==> config.mk <==
export PLATFORM = sky130hd
export DESIGN_NAME = range_owner_lookup_table
export DESIGN_NICKNAME = d
export VERILOG_FILES = /design/src/rtl/rolt_pkg.sv /design/src/rtl/rolt_ram.sv /design/src/rtl/rolt_ctrl.sv /design/src/rtl/rolt_datapath.sv /design/src/rtl/range_owner_lookup_table.sv
export SDC_FILE = /design/constraint.sdc
export NUM_CORES = 2
export LEC_CHECK = 0
export BUFFER_PORTS_ARGS = -buffer_cell sky130_fd_sc_hd__buf_2
export CORE_MARGIN = 8
export CORE_UTILIZATION = 40
export DETAILED_ROUTE_END_ITERATION = 8
export PLACE_DENSITY = 0.64
export REMOVE_ABC_BUFFERS = 1
export SLEW_MARGIN = 20
export SYNTH_ARGS = -nofsm -noshare
export SYNTH_HDL_FRONTEND = slang
export SYNTH_SLANG_ARGS = --single-unit
==> constraint.sdc <==
create_clock -name clock -period 8.65 [get_ports clock]
set_input_delay 0.4325 -clock clock [delete_from_list [all_inputs] [get_ports clock]]
set_output_delay 0.4325 -clock clock [all_outputs]
set_load 0.05 [all_outputs]
==> src/rtl/rolt_pkg.sv <==
`default_nettype none

package rolt_pkg;

   localparam int TABLE_ENTRIES_DEF = 16;
   localparam int ID_W              = 32;
   localparam int HANDLE_W          = 16;

   localparam logic OP_INSERT = 1'b0;
   localparam logic OP_LOOKUP = 1'b1;

   typedef enum logic [1:0] {
      ST_IDLE,
      ST_SCAN,
      ST_DRAIN,
      ST_COMMIT
   } state_type;

   // Commands from the controller to the datapath.
   typedef struct packed {
      logic load;
      logic issue;
      logic commit;
   } ctl_cmd_type;

   // Status from the datapath to the controller.
   typedef struct packed {
      logic last;
      logic out_free;
   } dp_sts_type;

endpackage

`default_nettype wire

==> src/rtl/rolt_ram.sv <==
`default_nettype none

module rolt_ram #(
   parameter int WIDTH = 16,
   parameter int DEPTH = 16
) (
   input  wire logic                     clock,
   input  wire logic                     wr_en,
   input  wire logic [$clog2(DEPTH)-1:0] wr_addr,
   input  wire logic [WIDTH-1:0]         wr_data,
   input  wire logic                     rd_en,
   input  wire logic [$clog2(DEPTH)-1:0] rd_addr,
   output logic      [WIDTH-1:0]         rd_data
);

   logic [WIDTH-1:0] mem_ff [DEPTH];
   logic [WIDTH-1:0] rd_data_ff;

   always_ff @(posedge clock) begin
      if (wr_en) begin
         mem_ff[wr_addr] <= wr_data;
      end
      if (rd_en) begin
         rd_data_ff <= mem_ff[rd_addr];
      end
   end

   assign rd_data = rd_data_ff;

endmodule

`default_nettype wire

==> src/rtl/rolt_ctrl.sv <==
`default_nettype none

module rolt_ctrl (
   input  wire logic                 clock,
   input  wire logic                 reset,
   input  wire logic                 req_valid,
   output logic                      req_stall,
   input  wire rolt_pkg::dp_sts_type sts,
   output rolt_pkg::ctl_cmd_type     cmd
);

   import rolt_pkg::*;

   state_type state_ff;
   state_type state_in;

   always_ff @(posedge clock) begin
      if (reset) begin
         state_ff <= ST_IDLE;
      end else begin
         state_ff <= state_in;
      end
   end

   always_comb begin
      state_in   = state_ff;
      cmd        = '0;
      req_stall  = 1'b1;
      case (state_ff)
         ST_IDLE: begin
            req_stall = 1'b0;
            if (req_valid) begin
               cmd.load = 1'b1;
               state_in = ST_SCAN;
            end
         end
         ST_SCAN: begin
            cmd.issue = 1'b1;
            if (sts.last) begin
               state_in = ST_DRAIN;
            end
         end
         ST_DRAIN: begin
            // The last slot read is compared in this cycle.
            state_in = ST_COMMIT;
         end
         ST_COMMIT: begin
            if (sts.out_free) begin
               cmd.commit = 1'b1;
               state_in   = ST_IDLE;
            end
         end
         default: begin
            state_in = ST_IDLE;
         end
      endcase
   end

endmodule

`default_nettype wire

==> src/rtl/rolt_datapath.sv <==
`default_nettype none

module rolt_datapath #(
   parameter int TABLE_ENTRIES = rolt_pkg::TABLE_ENTRIES_DEF
) (
   input  wire logic                              clock,
   input  wire logic                              reset,
   input  wire rolt_pkg::ctl_cmd_type             cmd,
   output rolt_pkg::dp_sts_type                   sts,
   input  wire logic                              req_operation,
   input  wire logic [rolt_pkg::ID_W-1:0]         req_range_low,
   input  wire logic [rolt_pkg::ID_W-1:0]         req_range_high,
   input  wire logic [rolt_pkg::HANDLE_W-1:0]     req_owner_handle,
   input  wire logic [rolt_pkg::ID_W-1:0]         req_query_id,
   input  wire logic                              rsp_stall,
   output logic                                   rsp_valid,
   output logic                                   rsp_found,
   output logic      [rolt_pkg::HANDLE_W-1:0]     rsp_result_handle,
   output logic                                   rsp_table_full
);

   import rolt_pkg::*;

   localparam int IDX_W = $clog2(TABLE_ENTRIES);

   // Item held for the duration of the scan.
   logic                op_ff;
   logic [ID_W-1:0]     lo_ff;
   logic [ID_W-1:0]     hi_ff;
   logic [HANDLE_W-1:0] h_ff;
   logic [ID_W-1:0]     qid_ff;

   logic [IDX_W-1:0] cnt_ff, cnt_in;
   logic             cmp_vld_ff, cmp_vld_in;
   logic [IDX_W-1:0] cmp_idx_ff, cmp_idx_in;

   logic                match_ff, match_in;
   logic [IDX_W-1:0]    match_idx_ff, match_idx_in;
   logic                free_ff, free_in;
   logic [IDX_W-1:0]    free_idx_ff, free_idx_in;
   logic                hit_ff, hit_in;
   logic [ID_W-1:0]     best_low_ff, best_low_in;
   logic [HANDLE_W-1:0] best_handle_ff, best_handle_in;

   logic [TABLE_ENTRIES-1:0] valid_ff, valid_in;

   logic                rsp_valid_ff, rsp_valid_in;
   logic                rsp_found_ff, rsp_found_in;
   logic [HANDLE_W-1:0] rsp_handle_ff, rsp_handle_in;
   logic                rsp_full_ff, rsp_full_in;

   logic [2*ID_W-1:0]   bounds_rd;
   logic [ID_W-1:0]     rd_low;
   logic [ID_W-1:0]     rd_high;
   logic [HANDLE_W-1:0] rd_handle;

   logic                slot_v;
   logic                is_insert;
   logic                bounds_we;
   logic                handle_we;
   logic [IDX_W-1:0]    handle_waddr;

   assign rd_low    = bounds_rd[2*ID_W-1:ID_W];
   assign rd_high   = bounds_rd[ID_W-1:0];
   assign is_insert = (op_ff == OP_INSERT);
   assign slot_v    = valid_ff[cmp_idx_ff];

   assign bounds_we    = cmd.commit && is_insert && !match_ff && free_ff;
   assign handle_we    = cmd.commit && is_insert && (match_ff || free_ff);
   assign handle_waddr = match_ff ? match_idx_ff : free_idx_ff;

   rolt_ram #(
      .WIDTH (2*ID_W),
      .DEPTH (TABLE_ENTRIES)
   ) u_bounds_ram (
      .clock   (clock),
      .wr_en   (bounds_we),
      .wr_addr (free_idx_ff),
      .wr_data ({lo_ff, hi_ff}),
      .rd_en   (cmd.issue),
      .rd_addr (cnt_ff),
      .rd_data (bounds_rd)
   );

   rolt_ram #(
      .WIDTH (HANDLE_W),
      .DEPTH (TABLE_ENTRIES)
   ) u_handle_ram (
      .clock   (clock),
      .wr_en   (handle_we),
      .wr_addr (handle_waddr),
      .wr_data (h_ff),
      .rd_en   (cmd.issue),
      .rd_addr (cnt_ff),
      .rd_data (rd_handle)
   );

   always_ff @(posedge clock) begin
      if (cmd.load) begin
         op_ff  <= req_operation;
         lo_ff  <= req_range_low;
         hi_ff  <= req_range_high;
         h_ff   <= req_owner_handle;
         qid_ff <= req_query_id;
      end
      cnt_ff         <= cnt_in;
      cmp_idx_ff     <= cmp_idx_in;
      match_idx_ff   <= match_idx_in;
      free_idx_ff    <= free_idx_in;
      best_low_ff    <= best_low_in;
      best_handle_ff <= best_handle_in;
      rsp_found_ff   <= rsp_found_in;
      rsp_handle_ff  <= rsp_handle_in;
      rsp_full_ff    <= rsp_full_in;
   end

   always_ff @(posedge clock) begin
      if (reset) begin
         cmp_vld_ff   <= 1'b0;
         match_ff     <= 1'b0;
         free_ff      <= 1'b0;
         hit_ff       <= 1'b0;
         valid_ff     <= '0;
         rsp_valid_ff <= 1'b0;
      end else begin
         cmp_vld_ff   <= cmp_vld_in;
         match_ff     <= match_in;
         free_ff      <= free_in;
         hit_ff       <= hit_in;
         valid_ff     <= valid_in;
         rsp_valid_ff <= rsp_valid_in;
      end
   end

   // Scan: one slot read is issued per cycle and compared in the cycle after.
   always_comb begin
      cnt_in         = cnt_ff;
      cmp_vld_in     = cmd.issue;
      cmp_idx_in     = cnt_ff;
      match_in       = match_ff;
      match_idx_in   = match_idx_ff;
      free_in        = free_ff;
      free_idx_in    = free_idx_ff;
      hit_in         = hit_ff;
      best_low_in    = best_low_ff;
      best_handle_in = best_handle_ff;

      if (cmd.load) begin
         cnt_in   = '0;
         match_in = 1'b0;
         free_in  = 1'b0;
         hit_in   = 1'b0;
      end else if (cmd.issue) begin
         cnt_in = cnt_ff + 1'b1;
      end

      if (cmp_vld_ff) begin
         if (is_insert) begin
            if (slot_v && !match_ff && (rd_low == lo_ff)) begin
               match_in     = 1'b1;
               match_idx_in = cmp_idx_ff;
            end
            if (!slot_v && !free_ff) begin
               free_in     = 1'b1;
               free_idx_in = cmp_idx_ff;
            end
         end else begin
            if (slot_v && (rd_low <= qid_ff) && (rd_high >= qid_ff)
                && (!hit_ff || (rd_low < best_low_ff))) begin
               hit_in         = 1'b1;
               best_low_in    = rd_low;
               best_handle_in = rd_handle;
            end
         end
      end
   end

   always_comb begin
      valid_in = valid_ff;
      if (bounds_we) begin
         valid_in[free_idx_ff] = 1'b1;
      end
   end

   always_comb begin
      rsp_valid_in  = rsp_valid_ff && rsp_stall;
      rsp_found_in  = rsp_found_ff;
      rsp_handle_in = rsp_handle_ff;
      rsp_full_in   = rsp_full_ff;
      if (cmd.commit) begin
         rsp_valid_in = 1'b1;
         if (is_insert) begin
            rsp_found_in  = match_ff;
            rsp_handle_in = '0;
            rsp_full_in   = !match_ff && !free_ff;
         end else begin
            rsp_found_in  = hit_ff;
            rsp_handle_in = hit_ff ? best_handle_ff : '0;
            rsp_full_in   = 1'b0;
         end
      end
   end

   assign sts.last     = (cnt_ff == IDX_W'(TABLE_ENTRIES - 1));
   assign sts.out_free = !rsp_valid_ff || !rsp_stall;

   assign rsp_valid         = rsp_valid_ff;
   assign rsp_found         = rsp_found_ff;
   assign rsp_result_handle = rsp_handle_ff;
   assign rsp_table_full    = rsp_full_ff;

endmodule

`default_nettype wire

==> src/rtl/range_owner_lookup_table.sv <==
// Each insert or lookup scans all TABLE_ENTRIES slots, one slot per cycle through the read
// ports of the bounds and handle RAMs, then does the last compare in the drain state and
// the commit in the commit state, which waits while the result beat is stalled. One item
// is in flight at a time, so a new beat is taken only after the last one has committed.
// Reset is synchronous and active high; it clears all slot valid bits and the
// controller, so the table reads as empty right after reset.
`default_nettype none

module range_owner_lookup_table #(
   parameter int TABLE_ENTRIES = rolt_pkg::TABLE_ENTRIES_DEF
) (
   input  wire logic                          clock,
   input  wire logic                          reset,
   input  wire logic                          req_valid,
   output logic                               req_stall,
   input  wire logic                          req_operation,
   input  wire logic [rolt_pkg::ID_W-1:0]     req_range_low,
   input  wire logic [rolt_pkg::ID_W-1:0]     req_range_high,
   input  wire logic [rolt_pkg::HANDLE_W-1:0] req_owner_handle,
   input  wire logic [rolt_pkg::ID_W-1:0]     req_query_id,
   output logic                               rsp_valid,
   input  wire logic                          rsp_stall,
   output logic                               rsp_found,
   output logic      [rolt_pkg::HANDLE_W-1:0] rsp_result_handle,
   output logic                               rsp_table_full
);

   import rolt_pkg::*;

   ctl_cmd_type cmd;
   dp_sts_type  sts;

   rolt_ctrl u_ctrl (
      .clock     (clock),
      .reset     (reset),
      .req_valid (req_valid),
      .req_stall (req_stall),
      .sts       (sts),
      .cmd       (cmd)
   );

   rolt_datapath #(
      .TABLE_ENTRIES (TABLE_ENTRIES)
   ) u_datapath (
      .clock             (clock),
      .reset             (reset),
      .cmd               (cmd),
      .sts               (sts),
      .req_operation     (req_operation),
      .req_range_low     (req_range_low),
      .req_range_high    (req_range_high),
      .req_owner_handle  (req_owner_handle),
      .req_query_id      (req_query_id),
      .rsp_stall         (rsp_stall),
      .rsp_valid         (rsp_valid),
      .rsp_found         (rsp_found),
      .rsp_result_handle (rsp_result_handle),
      .rsp_table_full    (rsp_table_full)
   );

endmodule

`default_nettype wire

---- Word-level counts from Yosys, hierarchy flattened ----
Memories as Yosys holds them, arrays and structs flattened. A register that Yosys moved wholly into a read port is not among the register bits.
Index checks and enable logic that the tools add are counted.
cells by class
  add/subtract/negate cells ............... 1
  $lt $le $gt $ge ......................... 6
  eq/ne operators ......................... 8
  muxes and demuxes ....................... 33
  bitwise logic cells ..................... 2
  reduce and logical (&&, ||, !) cells .... 28
operators by type and width
  operator               count
  $eq A32 B32 Y1         1
  $ge A32 B32 Y1         1
  $le A32 B32 Y1         1
  $lt A32 B32 Y1         1
  $mux W1                26
  $or A16 B16 Y16        1
  $logic_and A1 B1 Y1    13
  $reduce_and A3 Y1      4
  $lt A4 B5 Y1 const B   2
  $pmux W2 S4            1
  $logic_not A1 Y1       6
  $mux W2                3
  $ne A2 B2 Y1 const B   3
  $add A4 B1 Y4 const B  1
  $bmux W1 S4            1
  $demux W1 S4           1
  $eq A2 B2 Y1 const B   2
  $eq A4 B4 Y1 const B   1
  $ge A4 B1 Y1 const B   1
  $mux W4                1
  $logic_or A1 B1 Y1     3
  $eq A2 B1 Y1 const B   1
  $logic_not A2 Y1       1
  $reduce_and A2 Y1      1
  $not A1 Y1             1
storage, ports and cells
  bits in registers ....................... 218
  memory bits (writable) .................. 1280
  input port bits ......................... 117
  output and inout port bits .............. 20
  memories ................................ 2
memory list
  memory                          depth  bits a word  read ports  clocked after Yosys merged registers in  wr ports  RTL line        text
  u_datapath.u_bounds_ram.mem_ff  16     64           1           1                                        1         rolt_ram.sv:16  logic [WIDTH-1:0] mem_ff [DEPTH];
  u_datapath.u_handle_ram.mem_ff  16     16           1           1                                        1         rolt_ram.sv:16

---- Depth between registers and ports, before layout ----
  depth in word-level cells ............... 9
  gate-level depth with buffers ........... 9
  mapped depth without buffers ............ 9

---- Hierarchy ----
Synthesis repeated with hierarchy kept, for this count alone.
second synthesis, totals
  cells, all modules ...................... 2780
  area total of the unflattened synthesis .. 60147.7 um2
modules (own cells, without submodules)
  module                              instances  cells an instance  area each (um2)  sequential area each (um2)
  rolt_ram (u_datapath.u_bounds_ram)  1          1647               40222.3          32671.3
  rolt_ram (u_datapath.u_handle_ram)  1          432                10203.5          8167.8
  rolt_datapath                       1          679                9519.1           6195.9
  rolt_ctrl                           1          22                 202.7            40.0

---- Worst setup path after synthesis ----
No wires, ideal clock.
  path type ............................... register to register
  start ................................... reg u_datapath.rsp_valid_ff (netlist: u_datapath.rsp_valid)
  end ..................................... mem u_datapath.u_bounds_ram.mem_ff[0][0] in the netlist's numbering, enable pin
  arrival ................................. 6.651 ns
  data required time ...................... 8.083 ns
  path slack .............................. 1.432 ns
  cell stages (with the launch flop) ...... 5
  path buffers ............................ 0
  cell sequence ........................... dfxtp_1 a21boi_1 nand3_1 or3_1 nor3_1
RTL lines
  element                   RTL line              text
  start: declaration        rolt_datapath.sv:47   logic rsp_valid_ff, rsp_valid_in;
  start signal: assignment  rolt_datapath.sv:131  rsp_valid_ff <= rsp_valid_in;
  end: declaration          rolt_ram.sv:16

==> flow_summary.json <==
{
  "grt_first_pass_wirelength_um": 198000,
  "die_height_um": 404,
  "synth_top_family_by_area": "multiplexers",
  "drt-vias-per-instance": 5.37,
  "die_w_um": 404,
  "tightest_slew_ns": 1.12,
  "grt_pass1_vias": 28500,
  "use_met3": 0.0328,
  "rsz0062_at_grt": "false",
  "start_util": 0.402,
  "cts_made_buffers": 157,
  "final_common_cell": "edfxtp_1",
  "grt_max_degree": 130,
  "syn2layout_area_growth_pct": 15.6,
  "hold_viol": 0,
  "rr_endpoint": "u_datapath.u_bounds_ram.mem_ff[2][59]",
  "rows": 142,
  "num_vias": 27400,
  "layout_common_cells": "edfxtp_1 (1547), mux4_2 (404), clkbuf_16 (160), buf_2 (136), dlygate4sd3_1 (114)",
  "seq_area_frac_synth": 0.782,
  "avgSynthCellArea_um2": 23.3,
  "numClockSinks": 1578,
  "hpwl_um": 76000,
  "clk_pin_slew_ns": 0.06,
  "p_leak_nw": 22.0,
  "vdd_drop_max_v": 0.000201,
  "synthAdderAreaFrac": 0.0210,
  "io_buffers": 136,
  "drive_above_1_share": 0.273,
  "crit_buf_inv": 1,
  "globalRouteMet1Util": 0.221,
  "ioPinCount": 137,
  "placement.cell_area_um2": 63500,
  "synth.distinct_cells": 46,
  "insertion_delay_ns": 0.77,
  "p_per_area_nw_per_um2": 276,
  "path_cells": "ha_1 > a21boi_4 > nand3_1 > or3_1 > nor2_4 > buf_4",
  "crit_fanout": 43,
  "setup_viol": 0,
  "setup_ws_ns": 4.40,
  "start_kind": "register",
  "synthSimpleGateAreaFrac": 0.0160,
  "gp_congestion": 0.776,
  "cts_tree": "yes",
  "synthMuxAreaShare": 0.152,
  "rr_startpoint": "u_ctrl.state_ff[0]",
  "crit_path_end_kind": "register",
  "die-area_um2": 163000,
  "synth_compound_gate_area_share": 0.00988,
  "fin_worst_skew_ns": 0.0229,
  "postRouteAntennaNets": 0,
  "synth_top_cell_area_share": 0.772,
  "use_met2": 0.279,
  "antenna_found_initial": 13,
  "clockBufferDepth": 3,
  "synth_area_um2": 60200,
  "required_ns": 9.03,
  "finalCriticalPeriod_ns": 4.25,
  "hp-class": "input pin to register",
  "core-area_um2": 150000,
  "synthTopCellsByArea": "edfxtp_1 (77%), mux4_2 (15%), ha_1 (2.1%)",
  "ys_ff_latch": 1578,
  "grt-ovfl-total": 0,
  "track_usage": 0.165,
  "period_share": 0.491,
  "drt_iter0_markers": 2743,
  "slowest_delay_ns": 0.80,
  "cts_root_buf": "clkbuf_16",
  "yosys.area_share.xor_xnor": 0.00509,
  "max_freq_mhz": 235,
  "synth_top_area_cell": "edfxtp_1",
  "holdPathStages": 2,
  "final_cell_area_um2": 69600,
  "synth-warning-count": 0,
  "wirelength_um": 136000,
  "drc": 0,
  "status": "complete, no violations",
  "slew_viol_final": 0,
  "whs_ns": 0.154,
  "slew_headroom": 0.245,
  "r2r_slack_ns": 4.40,
  "critPathKind": "register to register",
  "slowest_stage": "buf_4",
  "hold_start": "reset",
  "wl_per_cell_um": 26.7,
  "first_pass_iters": 8,
  "final_nets": 3169,
  "worstPathArrival_ns": 4.63,
  "busiest_layer": "met2",
  "hold-path-endpoint": "u_datapath.rsp_valid",
  "crit_family": "simple AND/OR/NAND/NOR gates",
  "utilization": 0.465,
  "syn_inst": 2587,
  "drv_cap": 0,
  "h-tree-depth": 4,
  "r2r_cells": 6,
  "pre_cts_slack_ns": 4.32
}
## synthesized netlist by cell type, drive strengths merged
cell type,instances
edfxtp,1547
nor2,75
a31oi,2
a2111oi,2
or3,1
a211oi,9
nand4,19
dfxtp,31
and3,16
a311oi,1
o21ai,14
mux2i,6
a21o,9
o41a,1
xnor2,18
nor4,8
ha,101
or2,1
buf,48
a21boi,1
nand3,22
a2bb2oi,1
o21a,1
and2,1
o21ba,5
inv,72
o211ai,1
nor2b,7
mux2,1
clkbuf,51
a21oi,36
nand2b,3
and4,5
a221oi,1
nand2,30
nor4b,1
mux4,404
o31ai,4
xor2,17
o22a,1
a221o,3
nor3,10
## metrics by stage
stage | instances | setup TNS (ns) | power (mW)
after floorplan | 2488 | -505.36 | 13.4
after global placement | 4694 | 0 | 12.7
after detailed placement | 4694 | 0 | 12.8
after CTS | 5093 | 0 | 19.4
after global routing | 5095 | 0 | 19.9
final | 5102 | 0 | 19.2
## power by group
part / total, mW / switching [mW] / internal, mW
combinational: 2.73 / 1.41 / 1.32
clock: 6.57 / 2.83 / 3.74
sequential: 9.88 / 0.661 / 9.22
## registers in the layout, indices dropped and copies added (netlist names), 2 cells and up
name / count
u_datapath.u_bounds_ram.mem_ff: 1024
u_datapath.cmp_idx_ff: 4
u_datapath.free_idx_ff: 4
u_datapath.qid_ff: 32
u_datapath.valid_ff: 16
u_datapath.best_handle_ff: 16
u_datapath.u_handle_ram.mem_ff: 256
u_datapath.u_handle_ram.rd_data: 16
u_datapath.h_ff: 16
u_datapath.rsp_result_handle: 16
u_datapath.u_bounds_ram.rd_data: 64
u_datapath.best_low_ff: 32
u_datapath.match_idx_ff: 4
u_datapath.cmp_idx_in: 4
u_datapath.hi_ff: 32
u_datapath.lo_ff: 32
u_ctrl.state_ff: 2
## what timing repair did
action,in CTS,in global routing
hold endpoints to repair,114,0
hold buffers,114,0
buffers inserted,0,0
resized for setup,0,0
## logic make-up (layout without fill, tap and decap cells)
family	after synthesis	after routing
and+or+nand+nor	199	199
DFF	1578	1578
adders and majority gates	101	101
muxes	411	411
AOI/OAI and AO/OA	92	92
buffers and inverters	171	661
xor gates and xnor gates	35	35
other	0	9
## final cells by class
type | instances | area [um^2]
fill | 12300 | 80000
sequential | 1578 | 47100
multi-input combinational | 838 | 12400
clock buffer | 202 | 4200
tap | 2016 | 2520
timing repair buffer | 304 | 2280
clock inverter | 83 | 741
inverter | 72 | 275
antenna | 9 | 22.5
## worst register-to-register path, delay by kind of cell, from the launching register on
family | cells | cell delay, ns
flip-flops | 1 | 0.41
buffers and inverters | 1 | 0.82
adder cells (fa/ha/maj) | 1 | 0.23
AO/OA/AOI/OAI | 1 | 0.69
AND/OR/NAND/NOR | 3 | 1.66
## layer usage
layer / up-vias / wire length [um]
li1: 11700 / -
met1: 14700 / 56100
met2: 848 / 68600
met3: 189 / 8520
met4: 2 / 2750
met5: - / 13
## how the worst max path moves through the flow
stage	from	end	cells past startpoint
floorplan	u_datapath.cmp_idx_in[0]	u_ctrl.state_ff[1]	5
global placement	u_ctrl.state_ff[0]	u_datapath.u_bounds_ram.mem_ff[12][25]	7
detailed placement	u_ctrl.state_ff[0]	u_datapath.u_bounds_ram.mem_ff[12][25]	7
CTS	u_ctrl.state_ff[0]	u_datapath.u_bounds_ram.mem_ff[12][25]	7
global route	u_ctrl.state_ff[0]	u_datapath.u_bounds_ram.mem_ff[12][49]	7
finish	u_ctrl.state_ff[0]	u_datapath.u_bounds_ram.mem_ff[2][59]	6
No activity file was read; power rests on OpenSTA's default activity.
